## config.mk

```make
export PLATFORM = sky130hd
export DESIGN_NAME = lzwd_ram
export DESIGN_NICKNAME = d
export VERILOG_FILES = /design/src/hw/rtl/lzwd_ram.sv
export SDC_FILE = /design/constraint.sdc
export NUM_CORES = 1
export LEC_CHECK = 0
export BUFFER_PORTS_ARGS = -buffer_cell sky130_fd_sc_hd__buf_2
export CAP_MARGIN = 25
export CORE_ASPECT_RATIO = 1.4
export CORE_MARGIN = 2
export CORE_UTILIZATION = 56
export DETAILED_ROUTE_END_ITERATION = 10
export HOLD_SLACK_MARGIN = 0.03
export PLACE_DENSITY = 0.8
export SETUP_SLACK_MARGIN = 0.05
export SYNTH_ARGS = -nofsm -noshare
export SYNTH_HDL_FRONTEND = slang
export SYNTH_SLANG_ARGS = --single-unit
```

## constraint.sdc

```tcl
create_clock -name clock -period 2.3 [get_ports clock]
set_input_delay 0.46 -clock clock [delete_from_list [all_inputs] [get_ports clock]]
set_output_delay 0.46 -clock clock [all_outputs]
set_load 0.02 [all_outputs]
```

## src/hw/rtl/lzwd_ram.sv

```systemverilog
// lzwd_ram: generic single-write, single-read ram with registered read data
`timescale 1ns / 1ps

module lzwd_ram #(
   parameter int WIDTH = 8,
   parameter int DEPTH = 64,
   localparam int AW = $clog2(DEPTH)
) (
   input  logic             clock,
   input  logic             wr_en,
   input  logic [AW-1:0]    wr_addr,
   input  logic [WIDTH-1:0] wr_data,
   input  logic             rd_en,
   input  logic [AW-1:0]    rd_addr,
   output logic [WIDTH-1:0] rd_data
);

   logic [WIDTH-1:0] mem_ff [DEPTH];
   logic [WIDTH-1:0] rd_data_ff;

   always_ff @(posedge clock) begin
      if (wr_en) begin
         mem_ff[wr_addr] <= wr_data;
      end
      if (rd_en) begin
         rd_data_ff <= mem_ff[rd_addr];
      end
   end

   assign rd_data = rd_data_ff;

endmodule

```

[Word-level counts from Yosys, hierarchy flattened]
Memories as Yosys holds them, arrays and structs flattened. A register that Yosys moved wholly into a read port is not among the register bits.
Cells that the tools add are included.
Cells by class
  muxes and demuxes: 2
Operator list (count)
  two-way mux 1 bit: 2
Storage, ports and cells
  register bits after elaboration: 0
  memory bits (writable): 512
  input port bits: 23
  logic and storage cells: 3
  memories: 1
Memories
  mem_ff: words 64, width 8, read ports 1, clocked after memory_dff 1, wr ports 1, RTL line 18  | logic [WIDTH-1:0] mem_ff [DEPTH];

[Longest topological paths before layout]
  word-level depth: 2
  gate-level depth with buffers: 9
  depth with buffers taken out: 5

[Least setup slack after synthesis]
Ideal clock, no wire load.
  kind: input to register
  start point: in rd_addr[1]
  end point: reg rd_data_ff[3], in the netlist rd_data[3] (read register of mem_ff), data pin
  library setup time: 0.266 ns
  arrival time: 2.000 ns
  required time: 2.034 ns
  setup slack: 0.034 ns
  stages on the path: 7
  buffers on the path: 3
  path through: buf_4 buf_2 buf_2 mux4_2 mux4_2 o21ai_1 o41ai_1
RTL lines
  start, declared: RTL line 14  | input logic [AW-1:0] rd_addr,
  end, declared: RTL line 19  | logic [WIDTH-1:0] rd_data_ff;

==> key figures <==
Finish
  • Post-Layout Cell Count: 1602
  • Number of antenna cells inserted: 0
  • Final net count: ~1100
  • Final standard cell utilization of the core: approximately 65%
  • Summed area of non-filler cells in the final layout: ~23000 µm²
  • P&R area growth vs syn: 15.3%
  • Share of layout cells above drive strength 1: roughly a third

Route
  • DR WL/cell: roughly 28 µm
  • Via count: around 10000
  • First-iteration detailed-routing DRC count: 1244
  • Number of nets still failing antenna checks after routing: 0
  • DRC violation count after routing: 0
  • Overall routed net length: 44700 µm
  • Via-to-Cell Ratio: approximately 6.4
  • First-pass iteration count of the detailed router: 5

STA
  • Actual transition at the worst max-transition pin: 0.806 ns
  • Pins over their slew limit: 0
  • Minimum clock period: roughly 2.2 ns
  • Part of the cycle the worst path needs: ~94%
  • Post-route worst hold slack: around 0.28 ns
  • Unrepaired setup endpoints after global routing: no
  • Highest attainable clock frequency: between 400 and 500 MHz
  • Setup violations, final: 0
  • Final setup skew: about 0.018 ns
  • Slew margin rel.: between 40% and 50%
  • Number of endpoints with negative hold slack in the final report: 0

Yosys
  • Number of nets produced by synthesis: between 900 and 1000
  • Netlist area before placement: about 20000 µm²
  • Share of the yosys chip area belonging to registers: 77.1%
  • Share of the synthesized area in compound gates (AO/OA/AOI/OAI): 2.06%
  • Dominant combinational cell family by area after synthesis: multiplexers
  • Number of distinct standard cells referenced by the synthesized netlist: 39
  • Simple-Gate Fraction of Synth Area: 3.37%
  • Post-synthesis cell count: 940
  • Fraction of the mapped netlist area in adder cells: 0%
  • Multiplexer area fraction after synthesis: between 10% and 20%
  • Synthesized area per cell: around 22 µm²
  • Most frequently used flop master after synthesis: sky130_fd_sc_hd__edfxtp_1
  • Warnings from Yosys: 0
  • Post-synth ARST share: 0%
  • Count of flip-flops with a built-in enable after synthesis: between 500 and 600
  • Share of the synthesized netlist area taken by xor and xnor gates: 0%
  • Number of synthesized register bits: 520

Setup path
  • Slack of the worst reg-to-reg path: between 0.15 and 0.2 ns
  • Critical-path cell with the highest stage delay: sky130_fd_sc_hd__mux4_2
  • Crit path largest cell delay: ~0.52 ns
  • Crit path required time: around 2.6 ns
  • Launch point of the worst reg-to-reg path: mem_ff[11][0]$_DFFE_PP_
  • Library cell appearing most often on the critical path: sky130_fd_sc_hd__mux4_2
  • Kind of start point of the critical path: input port
  • Capturing element type of the critical path: register
  • Startpoint of the worst setup timing path: rd_addr[0]
  • Largest driver fanout on the critical path: 21
  • Critical path, cell by cell: clkbuf_8, buf_12, mux4_2, mux4_2, nor2_1, nor3_1, o2bb2ai_1
  • Path type of the worst setup path: input port to register
  • CP Data Arrival Time: ~2.5 ns
  • Worst r2r path cells: 5
  • Endpoint of the lowest-slack register-to-register path: rd_data[0]$_DFFE_PP_

Floorplan
  • Floorplan die area: roughly 38000 µm²
  • Horiz. Die Dim: ~160 µm
  • Row count: 82
  • Core Box Area: approximately 36000 µm²
  • Starting utilization of the core area: approximately 57%
  • Die Height: 229 µm
  • I/O pin count: 31

Global routing
  • Global-route wire length before repair: 67100 µm
  • Initial antenna violation count: 1
  • Largest net degree at the start of global routing: 65
  • Global-route congestion overflow total: 0
  • GRT Util Overall: between 20 and 25%
  • Via count of the first global-routing pass: roughly 11000

Hold path
  • Endpoint, Worst Hold: rd_data[1]$_DFFE_PP_
  • HP Class: input port to register
  • WHS Path Cells: 1
  • Start point of the worst hold path: rd_en

Power and ir drop
  • Worst-case vdd ir drop: approximately 0.69 mV
  • Power after layout: between 15 and 20 mW
  • Leak Pwr: between 7 and 8 nW
  • Power density over the cells: 803 nW/µm²

CTS
  • Clock latency on the worst-skew pair: between 0.5 and 0.6 ns
  • Number of clock sinks: 520
  • CTS root buffer: sky130_fd_sc_hd__clkbuf_16
  • Post-cts repair resize count: 0
  • Postcts setup bufs: 0
  • Clock-pin slew on the worst setup and hold paths: approximately 0.07 ns
  • Maximum clock insertion buffer count: 3
  • Clock tree from TritonCTS: done
  • Number of levels in the clock H-tree: 2
  • Number of buffers created by CTS: 45
  • Number of buffers added to fix hold violations after cts: 0

Placed design
  • Post-Place Cells: between 1500 and 2000
  • Instance area at placement: 22000 µm²
  • Post-DP HPWL: between 20000 and 30000 µm
  • IO Port Bufs: 30
  • Final estimated routing congestion in global placement: around 0.85

Job
  • Maximum capacitance violations: 0

Status
  • Outcome: completed
==> placed cells by master, fill, tap and decap left out, drive strengths merged, types with 4 or more instances in the layout <==
cell type / n
nand3: 13
clkbuf: 56
mux2i: 23
buf: 173
a221oi: 6
nor2b: 14
nor2: 83
o221ai: 8
nand2: 19
edfxtp: 520
a211oi: 4
mux4: 126
o22ai: 8
mux2: 13
clkinv: 17
o21ai: 4
nor3: 7
nand2b: 7
==> worst max-delay path by stage <==
stage / endpoint / slack (ns)
after floorplan: rd_data[3]$_DFFE_PP_ / 0.06
after global placement: rd_data[0]$_DFFE_PP_ / -0.35
after detailed placement: rd_data[0]$_DFFE_PP_ / -0.37
after CTS: rd_data[5]$_DFFE_PP_ / 0.11
after global routing: rd_data[5]$_DFFE_PP_ / 0.08
final: rd_data[0]$_DFFE_PP_ / 0.15
==> synth_stat cells, types with 4 or more instances <==
master / number / area (µm²)
sky130_fd_sc_hd__edfxtp_1: 520 / 15600
sky130_fd_sc_hd__mux4_2: 126 / 2840
sky130_fd_sc_hd__nor2_1: 83 / 312
sky130_fd_sc_hd__mux2i_1: 23 / 230
sky130_fd_sc_hd__nand2_1: 19 / 71.3
sky130_fd_sc_hd__clkbuf_1: 17 / 63.8
sky130_fd_sc_hd__nor2b_1: 14 / 87.6
sky130_fd_sc_hd__buf_4: 13 / 97.6
sky130_fd_sc_hd__mux2_2: 13 / 146
sky130_fd_sc_hd__nand3_1: 13 / 65.1
sky130_fd_sc_hd__buf_2: 11 / 55.1
sky130_fd_sc_hd__o221ai_1: 8 / 70.1
sky130_fd_sc_hd__o22ai_1: 8 / 50.1
sky130_fd_sc_hd__nand2b_1: 7 / 43.8
sky130_fd_sc_hd__nor3_1: 7 / 35.0
sky130_fd_sc_hd__a221oi_1: 6 / 52.6
sky130_fd_sc_hd__a211oi_1: 4 / 30.0
sky130_fd_sc_hd__buf_1: 4 / 15.0
sky130_fd_sc_hd__buf_6: 4 / 45.0
==> flip-flops by register name, summed over array words and instances, names as in the netlist <==
register  flops
mem_ff      512
rd_data       8
==> cell families after synthesis <==
kind of cell	Yosys count
flip-flops	520
AO/OA/AOI/OAI	54
buffers and inverters	51
AND/OR/NAND/NOR	153
multiplexers	162
==> per-layer routing <==
metal / global-route usage [%] / part of all wire [%] / vias to the layer above
met5: 0 / 0 / -
met4: 9.62 / 4.0 / 0
met3: 3.13 / 6.9 / 97
met2: 43.0 / 54 / 482
met1: 31.7 / 35 / 5348
li1: - / - / 4263
==> critical path, delay by kind of cell <==
| family | cells | cell delay [ns] |
|---|---|---|
| buffers and inverters | 2 | 0.41 |
| AO/OA/AOI/OAI | 1 | 0.18 |
| AND/OR/NAND/NOR | 2 | 0.39 |
| multiplexers | 2 | 0.99 |
==> final cells by class <==
type                            count  area [µm²]
Sequential cell                   520       15600
Fill cell                        2208       12400
Multi-Input combinational cell    369        4320
Timing Repair Buffer              174        1470
Clock buffer                       55        1210
Tap cell                          462         578
Clock inverter                     22         160
==> metrics by stage <==
| stage | setup TNS (ns) | setup slack (ns) |
|---|---|---|
| final | 0 | 0.146 |
| after global routing | 0 | 0.0830 |
| after CTS | 0 | 0.108 |
| after detailed placement | -2.63 | -0.372 |
| after global placement | -2.27 | -0.345 |
| after floorplan | 0 | 0.0614 |
==> power by group <==
| group | leakage [nW] | switching (mW) | internal, mW |
|---|---|---|---|
| Clock | 0.665 | 3.19 | 3.94 |
| Combinational | 2.22 | 0.623 | 0.465 |
| Sequential | 4.69 | 0.0220 | 10.5 |
(Power assumes the default switching activity.)
