<file path="src/hw/rtl/lzwd_pkg.sv">
// lzwd_pkg: shared constants and types of the lzw code decoder
`timescale 1ns / 1ps

package lzwd_pkg;

   localparam int CODE_W = 12;   // width of one code word
   localparam int BYTE_W = 8;
   localparam int ROOTS  = 256;  // single-byte root codes
   localparam int LEN_W  = 7;    // string length, up to the largest max length plus one

   typedef enum logic [1:0] {
      ST_OK       = 2'd0,
      ST_BAD_CODE = 2'd1,
      ST_TOO_LONG = 2'd2
   } status_type;

   // command from the decode sequencer to the byte emitter
   typedef struct packed {
      logic              start;
      status_type        status;
      logic [LEN_W-1:0]  len;
   } emit_cmd_type;

endpackage

</file>
<file path="src/hw/rtl/lzwd_if.sv">


interface lzwd_rsp_if;
   logic                        valid;
   logic                        ready;
   logic [lzwd_pkg::BYTE_W-1:0] data_byte;
   logic                        last_of_code;
   logic [1:0]                  status;

   modport source (output valid, output data_byte, output last_of_code, output status,
                   input ready);
   modport sink   (input valid, input data_byte, input last_of_code, input status,
                   output ready);
endinterface

</file>
<file path="src/hw/rtl/lzwd_emit.sv">
// lzwd_emit: decoded string from byte stack, or an error beat, into the result register
`timescale 1ns / 1ps

module lzwd_emit #(
   parameter int MAX_LEN = 64,
   localparam int SW = $clog2(MAX_LEN)
) (
   input  logic                          clock,
   input  logic                          reset,
   input  lzwd_pkg::emit_cmd_type        cmd,
   output logic                          busy,
   output logic                          stack_rd_en,
   output logic [SW-1:0]                 stack_rd_addr,
   input  logic [lzwd_pkg::BYTE_W-1:0]   stack_rd_data,
   lzwd_rsp_if.source                    rsp
);

   logic                          active_ff, active_in;
   logic                          err_ff, err_in;
   lzwd_pkg::status_type          err_status_ff, err_status_in;
   logic [lzwd_pkg::LEN_W-1:0]    len_ff, len_in;
   logic [lzwd_pkg::LEN_W-1:0]    k_ff, k_in;
   logic                          pend_ff, pend_in;
   logic                          pend_last_ff, pend_last_in;
   logic                          rsp_valid_ff, rsp_valid_in;
   logic [lzwd_pkg::BYTE_W-1:0]   rsp_byte_ff, rsp_byte_in;
   logic                          rsp_last_ff, rsp_last_in;
   lzwd_pkg::status_type          rsp_status_ff, rsp_status_in;
   logic                          slot_free;
   logic                          issue;
   logic                          err_load;
   logic [lzwd_pkg::LEN_W-1:0]    k_next;

   // a read is only issued when the result register is free by the time data returns
   assign slot_free = !rsp_valid_ff || rsp.ready;
   assign issue     = active_ff && !err_ff && !pend_ff && slot_free && (k_ff != len_ff);
   assign err_load  = active_ff && err_ff && slot_free;
   assign k_next    = lzwd_pkg::LEN_W'(k_ff + 1'b1);

   always_comb begin
      active_in     = active_ff;
      err_in        = err_ff;
      err_status_in = err_status_ff;
      len_in        = len_ff;
      k_in          = k_ff;
      pend_in       = issue;
      pend_last_in  = pend_last_ff;
      rsp_valid_in  = rsp_valid_ff && !rsp.ready;
      rsp_byte_in   = rsp_byte_ff;
      rsp_last_in   = rsp_last_ff;
      rsp_status_in = rsp_status_ff;

      if (cmd.start) begin
         active_in     = 1'b1;
         err_in        = (cmd.status != lzwd_pkg::ST_OK);
         err_status_in = cmd.status;
         len_in        = cmd.len;
         k_in          = '0;
      end
      if (issue) begin
         k_in         = k_next;
         pend_last_in = (k_next == len_ff);
      end
      if (pend_ff) begin
         rsp_valid_in  = 1'b1;
         rsp_byte_in   = stack_rd_data;
         rsp_last_in   = pend_last_ff;
         rsp_status_in = lzwd_pkg::ST_OK;
         if (pend_last_ff) begin
            active_in = 1'b0;
         end
      end
      if (err_load) begin
         rsp_valid_in  = 1'b1;
         rsp_byte_in   = '0;
         rsp_last_in   = 1'b1;
         rsp_status_in = err_status_ff;
         active_in     = 1'b0;
      end
   end

   always_ff @(posedge clock) begin
      if (reset) begin
         active_ff    <= 1'b0;
         pend_ff      <= 1'b0;
         rsp_valid_ff <= 1'b0;
      end else begin
         active_ff    <= active_in;
         pend_ff      <= pend_in;
         rsp_valid_ff <= rsp_valid_in;
      end
      err_ff        <= err_in;
      err_status_ff <= err_status_in;
      len_ff        <= len_in;
      k_ff          <= k_in;
      pend_last_ff  <= pend_last_in;
      rsp_byte_ff   <= rsp_byte_in;
      rsp_last_ff   <= rsp_last_in;
      rsp_status_ff <= rsp_status_in;
   end

   assign busy             = active_ff || cmd.start;
   assign stack_rd_en      = issue;
   assign stack_rd_addr    = k_ff[SW-1:0];
   assign rsp.valid        = rsp_valid_ff;
   assign rsp.data_byte    = rsp_byte_ff;
   assign rsp.last_of_code = rsp_last_ff;
   assign rsp.status       = rsp_status_ff;

endmodule

</file>
<file path="src/flat_wrapper.sv">
// flat-port wrapper written by rule: the top's interface ports become plain ports
module lzwd_emit_flat 
#(
   parameter int MAX_LEN = 64,
   localparam int SW = $clog2(MAX_LEN)
)
  (clock, reset, cmd, busy, stack_rd_en, stack_rd_addr, stack_rd_data, rsp_valid, rsp_data_byte, rsp_last_of_code, rsp_status, rsp_ready);
  lzwd_rsp_if rsp_i ();
  input  logic clock;
  input  logic reset;
  input  lzwd_pkg::emit_cmd_type cmd;
  output logic busy;
  output logic stack_rd_en;
  output logic [SW-1:0] stack_rd_addr;
  input  logic [lzwd_pkg::BYTE_W-1:0] stack_rd_data;
  output wire logic [$bits(rsp_i.valid)-1:0] rsp_valid;
  output wire logic [$bits(rsp_i.data_byte)-1:0] rsp_data_byte;
  output wire logic [$bits(rsp_i.last_of_code)-1:0] rsp_last_of_code;
  output wire logic [$bits(rsp_i.status)-1:0] rsp_status;
  input wire logic [$bits(rsp_i.ready)-1:0] rsp_ready;
  assign rsp_valid = rsp_i.valid;
  assign rsp_data_byte = rsp_i.data_byte;
  assign rsp_last_of_code = rsp_i.last_of_code;
  assign rsp_status = rsp_i.status;
  assign rsp_i.ready = rsp_ready;
  lzwd_emit #(.MAX_LEN(MAX_LEN)) u_core (.clock(clock), .reset(reset), .cmd(cmd), .busy(busy), .stack_rd_en(stack_rd_en), .stack_rd_addr(stack_rd_addr), .stack_rd_data(stack_rd_data), .rsp(rsp_i));
endmodule
</file>
<file path="config.mk">
export PLATFORM = sky130hd
export DESIGN_NAME = lzwd_emit_flat
export DESIGN_NICKNAME = d
export VERILOG_FILES = /design/src/hw/rtl/lzwd_pkg.sv /design/src/hw/rtl/lzwd_if.sv /design/src/hw/rtl/lzwd_emit.sv /design/src/flat_wrapper.sv
export SDC_FILE = /design/constraint.sdc
export NUM_CORES = 1
export LEC_CHECK = 0
export BUFFER_PORTS_ARGS = -buffer_cell sky130_fd_sc_hd__buf_4
export CAP_MARGIN = 0
export CORE_AREA = 4 4 64 66
export DETAILED_ROUTE_END_ITERATION = 6
export DIE_AREA = 0 0 68 70
export PLACE_DENSITY = 0.7
export SYNTH_ARGS = -nofsm -noshare
export SYNTH_HDL_FRONTEND = slang
export SYNTH_SLANG_ARGS = --single-unit
</file>
<file path="constraint.sdc">
create_clock -name clock -period 2.35 [get_ports clock]
set_clock_uncertainty 0.05 [all_clocks]
set_input_delay 0.235 -clock clock [delete_from_list [all_inputs] [get_ports clock]]
set_output_delay 0.235 -clock clock [all_outputs]
set_load 0.1 [all_outputs]
</file>
== After elaboration in Yosys (flattened, before gate mapping) ==
Cells that the tools add are included.

* Register bits after elaboration: 32
* Input port bits: 21
* Logic and storage cells: 40

* $add $sub $neg: 1
* Eq/ne operators: 2
* Mux-type cells: 9
* Reduce and logical (&&, ||, !) cells: 17

{| class="wikitable"
|+ Operator list
! operator !! number
|-
| 7-bit two-way mux || 2
|-
| 7-bit by 1-bit adder with 7-bit output (second input constant) || 1
|-
| 7-bit equality test || 1
|-
| 1-bit logical AND || 7
|-
| 7-bit != test || 1
|-
| 2-bit nonzero test || 3
|-
| 1-bit two-way mux || 5
|-
| 1-bit logical NOT || 4
|-
| 2-bit two-way mux || 2
|-
| 1-bit logical OR || 2
|-
| 2-bit OR reduction || 1
|}

== Logic depth before layout (Yosys ltp) ==
Gate-level depths: netlist (run 1).

* Depth after elaboration: 6
* Depth in mapped cells: 5
* Gate-level depth less buffers: 5

== Worst setup path after synthesis (run 1) ==
Ideal clock, no wire load.

* Kind: register to register
* Start point: register u_core.rsp_valid_ff, in the netlist u_core.rsp.valid
* End point: register u_core.pend_last_ff (enable)
* Setup time: 385 ps
* Data arrival time: 2041 ps
* Slack: -126 ps
* Stages on the path, launching flop included: 5
* Buffers on the path: 0
* Period minus slack after synthesis: 2476 ps
* Path through: dfxtp_1 > nor2b_1 > nor4b_1 > o21ai_2 > inv_1

* Cells in the longest elaborated chain, start to end: 4

{| class="wikitable"
|+ Ends and longest elaborated chain
! item !! RTL line !! RTL
|-
| start, declared || lzwd_emit.sv:25 || <nowiki>logic rsp_valid_ff, rsp_valid_in;</nowiki>
|-
| start signal, assigned || lzwd_emit.sv:90 || <nowiki>rsp_valid_ff <= rsp_valid_in;</nowiki>
|-
| 1-bit logical NOT || lzwd_emit.sv:35 || <nowiki>assign slot_free = !rsp_valid_ff || rsp.ready;</nowiki>
|-
| 1-bit logical OR || lzwd_emit.sv:35 ||
|-
| 1-bit logical AND (2 in series) || lzwd_emit.sv:36 || <nowiki>assign issue = active_ff && !err_ff && !pend_ff && slot_free && (k_ff != len_ff);</nowiki>
|-
| named net stack_rd_en || flat_wrapper.sv:13 || <nowiki>output logic stack_rd_en;</nowiki>
|-
| end signal, assigned || lzwd_emit.sv:96 || <nowiki>pend_last_ff <= pend_last_in;</nowiki>
|-
| end, declared || lzwd_emit.sv:24 || <nowiki>logic pend_last_ff, pend_last_in;</nowiki>
|}

The timed path passes the listed nets, and every way through them passes these cells.
A chain may end at the register's enable or synchronous reset.

== Final worst setup path (run 1) ==
* Start point: register u_core.k_ff[1] (netlist bit)
* End point: output stack_rd_en

* Cells in the longest elaborated chain, start to end: 2

{| class="wikitable"
|+ Ends and longest elaborated chain
! item !! RTL line !! RTL
|-
| start, declared || lzwd_emit.sv:22 || <nowiki>logic [lzwd_pkg::LEN_W-1:0] k_ff, k_in;</nowiki>
|-
| start signal, assigned || lzwd_emit.sv:95 || <nowiki>k_ff <= k_in;</nowiki>
|-
| 7-bit != test || lzwd_emit.sv:36 ||
|-
| 1-bit logical AND || lzwd_emit.sv:36 ||
|-
| end, declared || flat_wrapper.sv:13 ||
|}

Every way passes these cells.

==> flow_metrics.tcl, run 1 <==
set metrics [dict create \
    status "finished, final reports clean" \
    clkSlewWorstSetupHoldPaths_ps 80 \
    syn_inst 114 \
    finalCritPeriodShare_pct 94.0 \
    synth-seq-area-share_pct 61.0 \
    critPathBufInv 2 \
    fin_util_pct 50.5 \
    synth_top_family_by_area "simple AND/OR/NAND/NOR gates" \
    stdcell_area_mm2 0.00181 \
    ys_async_sr_fraction_pct 0 \
    synth_area_leader_cell "edfxtp_1" \
    synthAdderAreaFrac_pct 0.908 \
    htree_levels 2 \
    worstMarginPinSlew_ps 374 \
    vias_per_cell 4.57 \
    port-buffer-count 40 \
    cap_violations 0 \
    row_count 22 \
    hp-class "input port to flip-flop" \
    synth_area_leaders "edfxtp_1 44%, dfxtp_1 17%, xnor2_1 7.6%, mux2i_1 5.8%, nor2_1 5.4%" \
    fillCellCount 342 \
    grt_pass1_wl_um 4110 \
    syn_nets 136 \
    dieArea_mm2 0.00476 \
    clockRootBuffer "clkbuf_4" \
    hold_viol_final 0 \
    dpl-instance-area_mm2 0.00171 \
    critPathRequiredTime_ps 2070 \
    syn_area_mm2 0.00138 \
    seq_area_um2 842 \
    path_cells "xor2_1, or3_1, o21ai_2, clkinvlp_4, buf_4" \
    drt-pass1-iter-count 4 \
    synth_edf_count 20 \
    synth_top_cell_area_share_pct 43.6 \
    fp.dieH_um 70 \
    drc_errors 0 \
    clock-sinks 32 \
    wl_per_cell_um 12.7 \
    ys.flop_type "edfxtp_1" \
    antenna_cells 0 \
    fin_tns_setup_ps 0 \
    die_x_um 68 \
    gr-total-overflow 0 \
    area_delta_synth_final_pct 31.1 \
    crit_arrival_ps 1920 \
    clockBufferDepth 2 \
    rsz0062_at_grt "no" \
    ctsResizeCount 0 \
    synth-seq-cells 32 \
    synthXorXnorAreaFrac_pct 10.2 \
    critPathLaunch "u_core.k_ff[1]" \
    drt_iter0_markers 36 \
    ant_nets 0 \
    slew_headroom_pct 74.7 \
    ios 41 \
    cp-end-kind "output pin" \
    final_net_count 181 \
    ir_drop_mv 0.401 \
    power.leakage_nw 0.739 \
    grt_max_degree 14 \
    drive_gt1_share_pct 37.5 \
    ys_warn_count 0 \
    wirelength_um 2650 \
    synth_cell_types 30 \
    gp_congestion 0.755 \
    synth_compound_area_share_pct 2.91 \
    period_needed_ps 2210 \
    crit_type "flip-flop to output pin" \
    synthSimpleGateAreaFrac_pct 14.4 \
    min_from "cmd[0]" \
    cts_tree "done" \
    core_region_area_mm2 0.00358 \
    vias 950 \
    cp-start-kind "flip-flop" \
    critical_path.max_fanout 4 \
    antenna_found_initial 0 \
    critical-path-top-delay-family "flip-flops" \
    numCtsBuffers 5 \
    synth.avg_cell_area_um2 12.1 \
    clock_latency_ps 320 \
    initial_core_util_pct 38.5 \
    r2r-start "u_core.k_ff[1]" \
    maxSlewViolCount 0 \
    multi_input_area_um2 472 \
    first_global_vias 956 \
    grt_util_all_layers_pct 11.8 \
    dp_hpwl_um 2070 \
    critical-path-max-stage-delay_ps 450 \
    muxShareOfSynthArea_pct 5.81 \
    cp_slowest_cell "edfxtp_1" \
    p_per_area_mw_per_mm2 871 \
    max_freq_mhz 453 \
    finalSetupViolations 0 \
]
state kept, by name, indices dropped and copies added (netlist names):
signal	cells
u_core.rsp.last_of_code	1
u_core.rsp.data_byte	8
u_core.pend_last_ff	1
u_core.rsp.status	2
u_core.active_ff	1
u_core.len_ff	7
u_core.pend_ff	1
u_core.rsp.valid	1
u_core.k_ff	7
u_core.err_status_ff	2
u_core.err_ff	1
cell usage in the layout (no fill, tap or decap), types with 2 or more instances in the layout:
| cell | instances |
|---|---|
| clkbuf_4 | 5 |
| or2_2 | 3 |
| nor2_1 | 20 |
| dfxtp_1 | 11 |
| mux2i_1 | 8 |
| inv_1 | 2 |
| buf_4 | 45 |
| xnor2_1 | 12 |
| nand2_1 | 4 |
| edfxtp_1 | 20 |
| a21oi_1 | 2 |
| xor2_1 | 4 |
| clkbuf_8 | 2 |
| and2_1 | 2 |
cell usage after synthesis (2+ instances only):
cell	n
a21oi_1	2
mux2i_1	8
nor2_1	20
nand2_1	4
and2_1	2
xor2_1	4
edfxtp_1	20
xnor2_1	12
buf_4	6
dfxtp_1	12
or2_2	3
inv_1	3
layout make-up:
cell class	count	share of cell area, %
timing repair buffer	46	19.3
tap	48	3.33
multi-input combinational	71	26.1
clock buffer	8	3.81
sequential	32	46.6
inverter	3	0.832
per-layer routing:
layer / GRT usage, % / share of wire [%] / up-vias / wire length (um)
met3: 5.47 / 9.0 / 10 / 239
li1: - / - / 475 / -
met5: 0 / 0 / - / 0
met4: 7.06 / 2.8 / 0 / 73
met1: 11.4 / 38 / 428 / 995
met2: 19.6 / 51 / 37 / 1340
where the power goes:
| part | internal [mW] | leakage [nW] | total [mW] | switching, mW |
|---|---|---|---|---|
| clock network | 0.176 | 0.0386 | 0.339 | 0.163 |
| registers | 0.660 | 0.299 | 0.697 | 0.0371 |
| logic | 0.136 | 0.402 | 0.536 | 0.400 |
per-stage QoR:
| stage | total power, mW | setup slack (ps) | hold WS [ps] | instances |
|---|---|---|---|---|
| 5_1_grt | 1.65 | 39.5 | 4.31 | 208 |
| 6_report | 1.57 | 142 | 38.6 | 208 |
| 4_1_cts | 1.59 | 75.2 | 4.67 | 205 |
| 2_1_floorplan | 1.13 | 26.7 | 250 | 114 |
| 3_5_place_dp | 1.25 | 327 | 364 | 197 |
| 3_3_place_gp | 1.24 | 430 | 364 | 197 |
logic make-up (layout without fill, tap and decap cells):
kind of cell / Yosys count / count (layout)
simple gates: 40 / 40
xor+xnor: 16 / 16
mux: 8 / 8
buf+inv: 11 / 57
flops: 32 / 32
fa+ha+maj: 1 / 1
compound gates: 6 / 6
final timing paths:
path,endpoint,slack (ps),depth (start not counted)
min reg2reg,u_core.rsp.last_of_code,430,2
max reg2reg,u_core.k_ff[6],380,5
max,stack_rd_en,140,5
min,u_core.len_ff[0],40,1
what timing repair did:
item | CTS | global route
setup buffers | 0 | 2
hold buffers | 0 | 1
setup endpoints to repair | 0 | 1
endpoints found under the hold margin | 0 | 2
Note: power is estimated with default switching activity, not from simulation.
==> run 2, diff against run 1 <==
--- a/config.mk
+++ b/config.mk
@@ -10,7 +10,7 @@
 export CORE_AREA = 4 4 64 66
 export DETAILED_ROUTE_END_ITERATION = 6
 export DIE_AREA = 0 0 68 70
-export PLACE_DENSITY = 0.7
+export PLACE_DENSITY_LB_ADDON = 0.12
 export SYNTH_ARGS = -nofsm -noshare
 export SYNTH_HDL_FRONTEND = slang
 export SYNTH_SLANG_ARGS = --single-unit
==> run 2 against run 1 <==
  * Combinational power about the same
  * Global-route usage increased by 0.19 points
  * Critical path type unchanged
  * Core utilization increased by 0.28 points
  * Sequential share of layout area decreased by 0.26 points
  * Maximum frequency decreased by 1.6%
  * Non-clock buffer count increased by 1
==> flow_metrics.tcl, run 2 (synthesized netlist as in run 1, its figures left out) <==
set metrics [dict create \
    critical-path-max-stage-delay_ps 470 \
    gr-total-overflow 0 \
    switching_share_pct 38.3 \
    initial_core_util_pct 38.5 \
    ios 41 \
    fin_tns_setup_ps 0 \
    slew_headroom_pct 76.7 \
    crit_type "flip-flop to output pin" \
    antenna_cells 0 \
    critical_path.max_fanout 5 \
    drt_iter0_markers 39 \
    finalSetupViolations 0 \
    stdcell_area_mm2 0.00182 \
    ir_drop_mv 0.319 \
    path_cells "xor2_1, or3_1, o21ai_2, clkinvlp_4, buf_4" \
    hp-class "input port to flip-flop" \
    clockRootBuffer "clkbuf_4" \
    cp_slowest_cell "edfxtp_1" \
    power.leakage_nw 0.744 \
    wl_per_cell_um 12.4 \
    timing.hold.ws_ps 33.6 \
    cts_tree "done" \
    clockBufferDepth 2 \
    port-buffer-count 40 \
    final_cells 209 \
    ctsResizeCount 0 \
    area_delta_synth_final_pct 31.8 \
    dp_hpwl_um 2000 \
    p_comb_share_pct 34.2 \
    ant_nets 0 \
    dieArea_mm2 0.00476 \
    power_frac_seq_pct 44.0 \
    intPower_mw 0.972 \
    cp-end-kind "output pin" \
    clkSlewWorstSetupHoldPaths_ps 90 \
    fillCellCount 362 \
    critical-path-top-delay-family "flip-flops" \
    maxSlewViolCount 0 \
    numCtsBuffers 5 \
    row_count 22 \
    clock-sinks 32 \
    vias_per_cell 4.42 \
    worstMarginPinSlew_ps 344 \
    p_per_area_mw_per_mm2 868 \
    antenna_found_initial 0 \
    core_region_area_mm2 0.00358 \
    critPathBufInv 2 \
    vias 923 \
    cp-start-kind "flip-flop" \
    gp_congestion 0.744 \
    drc_errors 0 \
    fin_util_pct 50.7 \
    die_x_um 68 \
    pwr-share-clk_pct 21.8 \
    largest_reg_flops 8 \
    first_global_vias 925 \
    grt_util_all_layers_pct 12.0 \
    finalCritPeriodShare_pct 95.5 \
    grt_max_degree 13 \
    final_net_count 182 \
    dp.cells 198 \
    grt_pass1_wl_um 4130 \
    final_cell_mix "45 x buf_4, 20 x nor2_1, 20 x edfxtp_1" \
    net-switching-power_mw 0.603 \
    status "finished, final reports clean" \
    drive_gt1_share_pct 37.3 \
    clock_latency_ps 320 \
    htree_levels 2 \
    wirelength_um 2600 \
    max_freq_mhz 445 \
    period_needed_ps 2250 \
    dpl-instance-area_mm2 0.00172 \
    cap_violations 0 \
    drt-pass1-iter-count 4 \
    fp.dieH_um 70 \
    final_common_cell "buf_4" \
    hold_viol_final 0 \
    critPathRequiredTime_ps 2070 \
    crit_arrival_ps 1960 \
]
-- run 2: cell count changes in the layout (fill, tap and decap cells not counted), sizes merged --
| cell | previous run | this run |
|---|---|---|
| dlygate4sd3 | 1 | 2 |
-- run 2: per-layer routing --
| layer | vias to the layer above | track usage, % | wire length [um] |
|---|---|---|---|
| met2 | 33 | 19.9 | 1290 |
| met3 | 5 | 6.27 | 246 |
| li1 | 476 | - | - |
| met5 | - | 0 | 0 |
| met4 | 0 | 5.96 | 57 |
| met1 | 409 | 11.7 | 1000 |
-- run 2: worst paths after layout --
check	start	endpoint	slack, ps	depth (start not counted)
worst max-delay path	u_core.k_ff[0]	stack_rd_en	100	5
worst min-delay path	cmd[4]	u_core.len_ff[4]	30	1
worst max register to register	u_core.k_ff[0]	u_core.k_ff[2]	320	5
worst min register to register	u_core.rsp.last_of_code	u_core.rsp.last_of_code	430	2
-- run 2: what timing repair did --
item / CTS / global route
hold buffers: 1 / 1
endpoints found under the setup margin: 0 / 1
buffers inserted: 0 / 1
endpoints found under the hold margin: 2 / 1
-- run 2: final cells by class --
class | instances | area (um2) | area share, %
Clock buffer | 8 | 68.8 | 3.79
Sequential cell | 32 | 842 | 46.4
Multi-Input combinational cell | 71 | 472 | 26.0
Tap cell | 48 | 60.1 | 3.31
Timing Repair Buffer | 47 | 358 | 19.7
Inverter | 3 | 15.0 | 0.827
-- run 2: through the flow --
stage	setup WS, ps	power (mW)
2_1_floorplan	26.7	1.13
3_3_place_gp	379	1.24
3_5_place_dp	312	1.25
4_1_cts	63.8	1.60
5_1_grt	-1.22	1.66
6_report	105	1.58
-- run 2: power groups by stage --
| stage | Clock (mW) | Sequential, mW | Combinational (mW) |
|---|---|---|---|
| after floorplan | 0 | 0.936 | 0.191 |
| after global placement | 0 | 0.706 | 0.534 |
| after detailed placement | 0 | 0.708 | 0.538 |
| after CTS | 0.368 | 0.695 | 0.540 |
| after global routing | 0.393 | 0.701 | 0.564 |
| final | 0.343 | 0.694 | 0.539 |
==> run 3, diff against run 2 <==
--- a/config.mk
+++ b/config.mk
@@ -11,6 +11,7 @@
 export DETAILED_ROUTE_END_ITERATION = 6
 export DIE_AREA = 0 0 68 70
 export PLACE_DENSITY_LB_ADDON = 0.12
+export SETUP_SLACK_MARGIN = 0.3
 export SYNTH_ARGS = -nofsm -noshare
 export SYNTH_HDL_FRONTEND = slang
 export SYNTH_SLANG_ARGS = --single-unit
==> run 3 against run 2 <==
  * Worst hold slack got worse by 8.6 ps
  * Highest routed layer unchanged
  * Final area is 9.6% higher
  * Die area is the same
  * Final cell count increased by 7.2%
  * Global-route usage up 0.53 points
  * Critical endpoint unchanged
  * Via count increased by 8.6%
  * Clock-buffer cell count down 2
  * First-iteration DRC count increased by 2.6%
  * Flip-flop and latch count did not move
  * Core utilization is 4.9 points higher
  * Largest cell class unchanged
  * Wire length rose by 3.3%
  * Critical path type unchanged
==> flow_metrics.tcl, run 3 (synthesized netlist as in run 1, its figures left out) <==
set metrics [dict create \
    finalSetupViolations 0 \
    setup_slack_ps 264 \
    antenna_cells 0 \
    core_region_area_mm2 0.00358 \
    final_net_count 197 \
    slew_headroom_pct 76.6 \
    critPathLaunch "u_core.len_ff[2]" \
    fin_tns_setup_ps 0 \
    gp_congestion 0.787 \
    vias_per_cell 4.47 \
    fp.dieH_um 70 \
    vias 1002 \
    crit_type "flip-flop to output pin" \
    maxSlewViolCount 0 \
    final_cells 224 \
    crit_arrival_ps 1800 \
    dieArea_mm2 0.00476 \
    final_common_cell "buf_4" \
    r2r-start "u_core.len_ff[2]" \
    ant_nets 0 \
    cp-start-kind "flip-flop" \
    dp_hpwl_um 1980 \
    wl_per_cell_um 12.0 \
    ios 41 \
    worstMarginPinSlew_ps 351 \
    die_x_um 68 \
    critPathRequiredTime_ps 2070 \
    wirelength_um 2680 \
    clockBufferDepth 2 \
    htree_levels 2 \
    clockRootBuffer "clkbuf_4" \
    first_global_vias 1014 \
    rsz0062_at_grt "yes" \
    finalPower_mw 1.60 \
    r2r-end "u_core.k_ff[4]" \
    area_delta_synth_final_pct 44.4 \
    cap_violations 0 \
    grt_util_all_layers_pct 12.5 \
    clkSlewWorstSetupHoldPaths_ps 100 \
    row_count 22 \
    cp-end-kind "output pin" \
    clock-sinks 32 \
    p_per_area_mw_per_mm2 802 \
    drt-pass1-iter-count 4 \
    final_cell_mix "53 x buf_4, 20 x nor2_1, 20 x edfxtp_1" \
    drive_gt1_share_pct 42.6 \
    period_needed_ps 2090 \
    worstHoldPathCells 2 \
    finalCritPeriodShare_pct 88.8 \
    largest_reg_flops 8 \
    numCtsBuffers 5 \
    drt_iter0_markers 40 \
    clock_latency_ps 330 \
    rrSetupSlack_ps 420 \
    r2r_cells 5 \
    initial_core_util_pct 38.5 \
    status "finished, final reports clean" \
    multi_input_area_um2 513 \
    hp-class "input port to flip-flop" \
    grt_max_degree 13 \
    fin_util_pct 55.6 \
    grt_pass1_wl_um 4370 \
    cts_tree "done" \
    antenna_found_initial 0 \
    power.leakage_nw 0.836 \
    gr-total-overflow 0 \
    max_freq_mhz 479 \
    critical_path.max_fanout 2 \
    dp.cells 196 \
    fillCellCount 321 \
    pre_cts_ws_ps 326 \
    hold_viol_final 0 \
    port-buffer-count 40 \
    drc_errors 0 \
    seq_area_um2 842 \
    cp-endpoint "stack_rd_en" \
    ir_drop_mv 0.356 \
]
[run 3: cell types whose count changed in the layout (fill, tap and decap cells not counted), moves of 2 or more]
cell	delta
buf_4	+8
dlygate4sd3_1	+6
xnor2_1	-3
xnor2_2	+3
clkinv_2	+2
[run 3: worst min-delay path by stage]
| stage | from | endpoint | slack [ps] |
|---|---|---|---|
| 6_report | reset | u_core.rsp.valid | 30 |
| 5_1_grt | cmd[3] | u_core.len_ff[3] | 0.7 |
| 4_1_cts | reset | u_core.rsp.valid | 10 |
| 3_5_place_dp | cmd[0] | u_core.len_ff[0] | 360 |
| 3_3_place_gp | cmd[2] | u_core.len_ff[2] | 360 |
| 2_1_floorplan | reset | u_core.rsp.valid | 250 |
[run 3: through the flow]
step                      instance area [um2]  hold slack, ps
after floorplan                          1400             250
after global placement                   1720             364
after CTS                                1840            10.3
after global routing                     1990           0.651
final                                    1990            25.1
after detailed placement                 1720             364
[run 3: cell type report]
| class | count | area share, % |
|---|---|---|
| clock inverters | 2 | 0.503 |
| multi-input cells | 71 | 25.8 |
| inverters | 3 | 0.755 |
| repair buffers | 62 | 25.0 |
| flip-flops and latches | 32 | 42.3 |
| well taps | 48 | 3.02 |
| clock buffers | 6 | 2.58 |
[run 3: worst max-delay path, stage by stage, from the launching register on]
cell and delay (ps):
edfxtp_1 420, xor2_1 180, or3_4 390, o21ai_4 170, clkinvlp_4 130, buf_12 170
[run 3: what timing repair did]
action / in CTS / in global routing
hold endpoints to repair: 0 / 8
setup buffers: 7 / 5
endpoints found under the setup margin: 1 / 8
resized for setup: 3 / 4
hold buffers: 0 / 8
pin swaps: 3 / 1
[run 3: metal layers]
| layer | part of all wire (%) | global-route usage [%] | vias up |
|---|---|---|---|
| li1 | - | - | 509 |
| met1 | 38 | 12.6 | 455 |
| met2 | 54 | 21.4 | 34 |
| met3 | 7.5 | 5.79 | 4 |
| met4 | 1.2 | 5.30 | 0 |
| met5 | 0 | 0 | - |
[run 3: where the power goes]
group	internal (mW)	leakage [nW]	switching, mW
sequential	0.660	0.299	0.0352
combinational	0.167	0.500	0.411
clock	0.142	0.0380	0.180
total	0.969	0.836	0.626
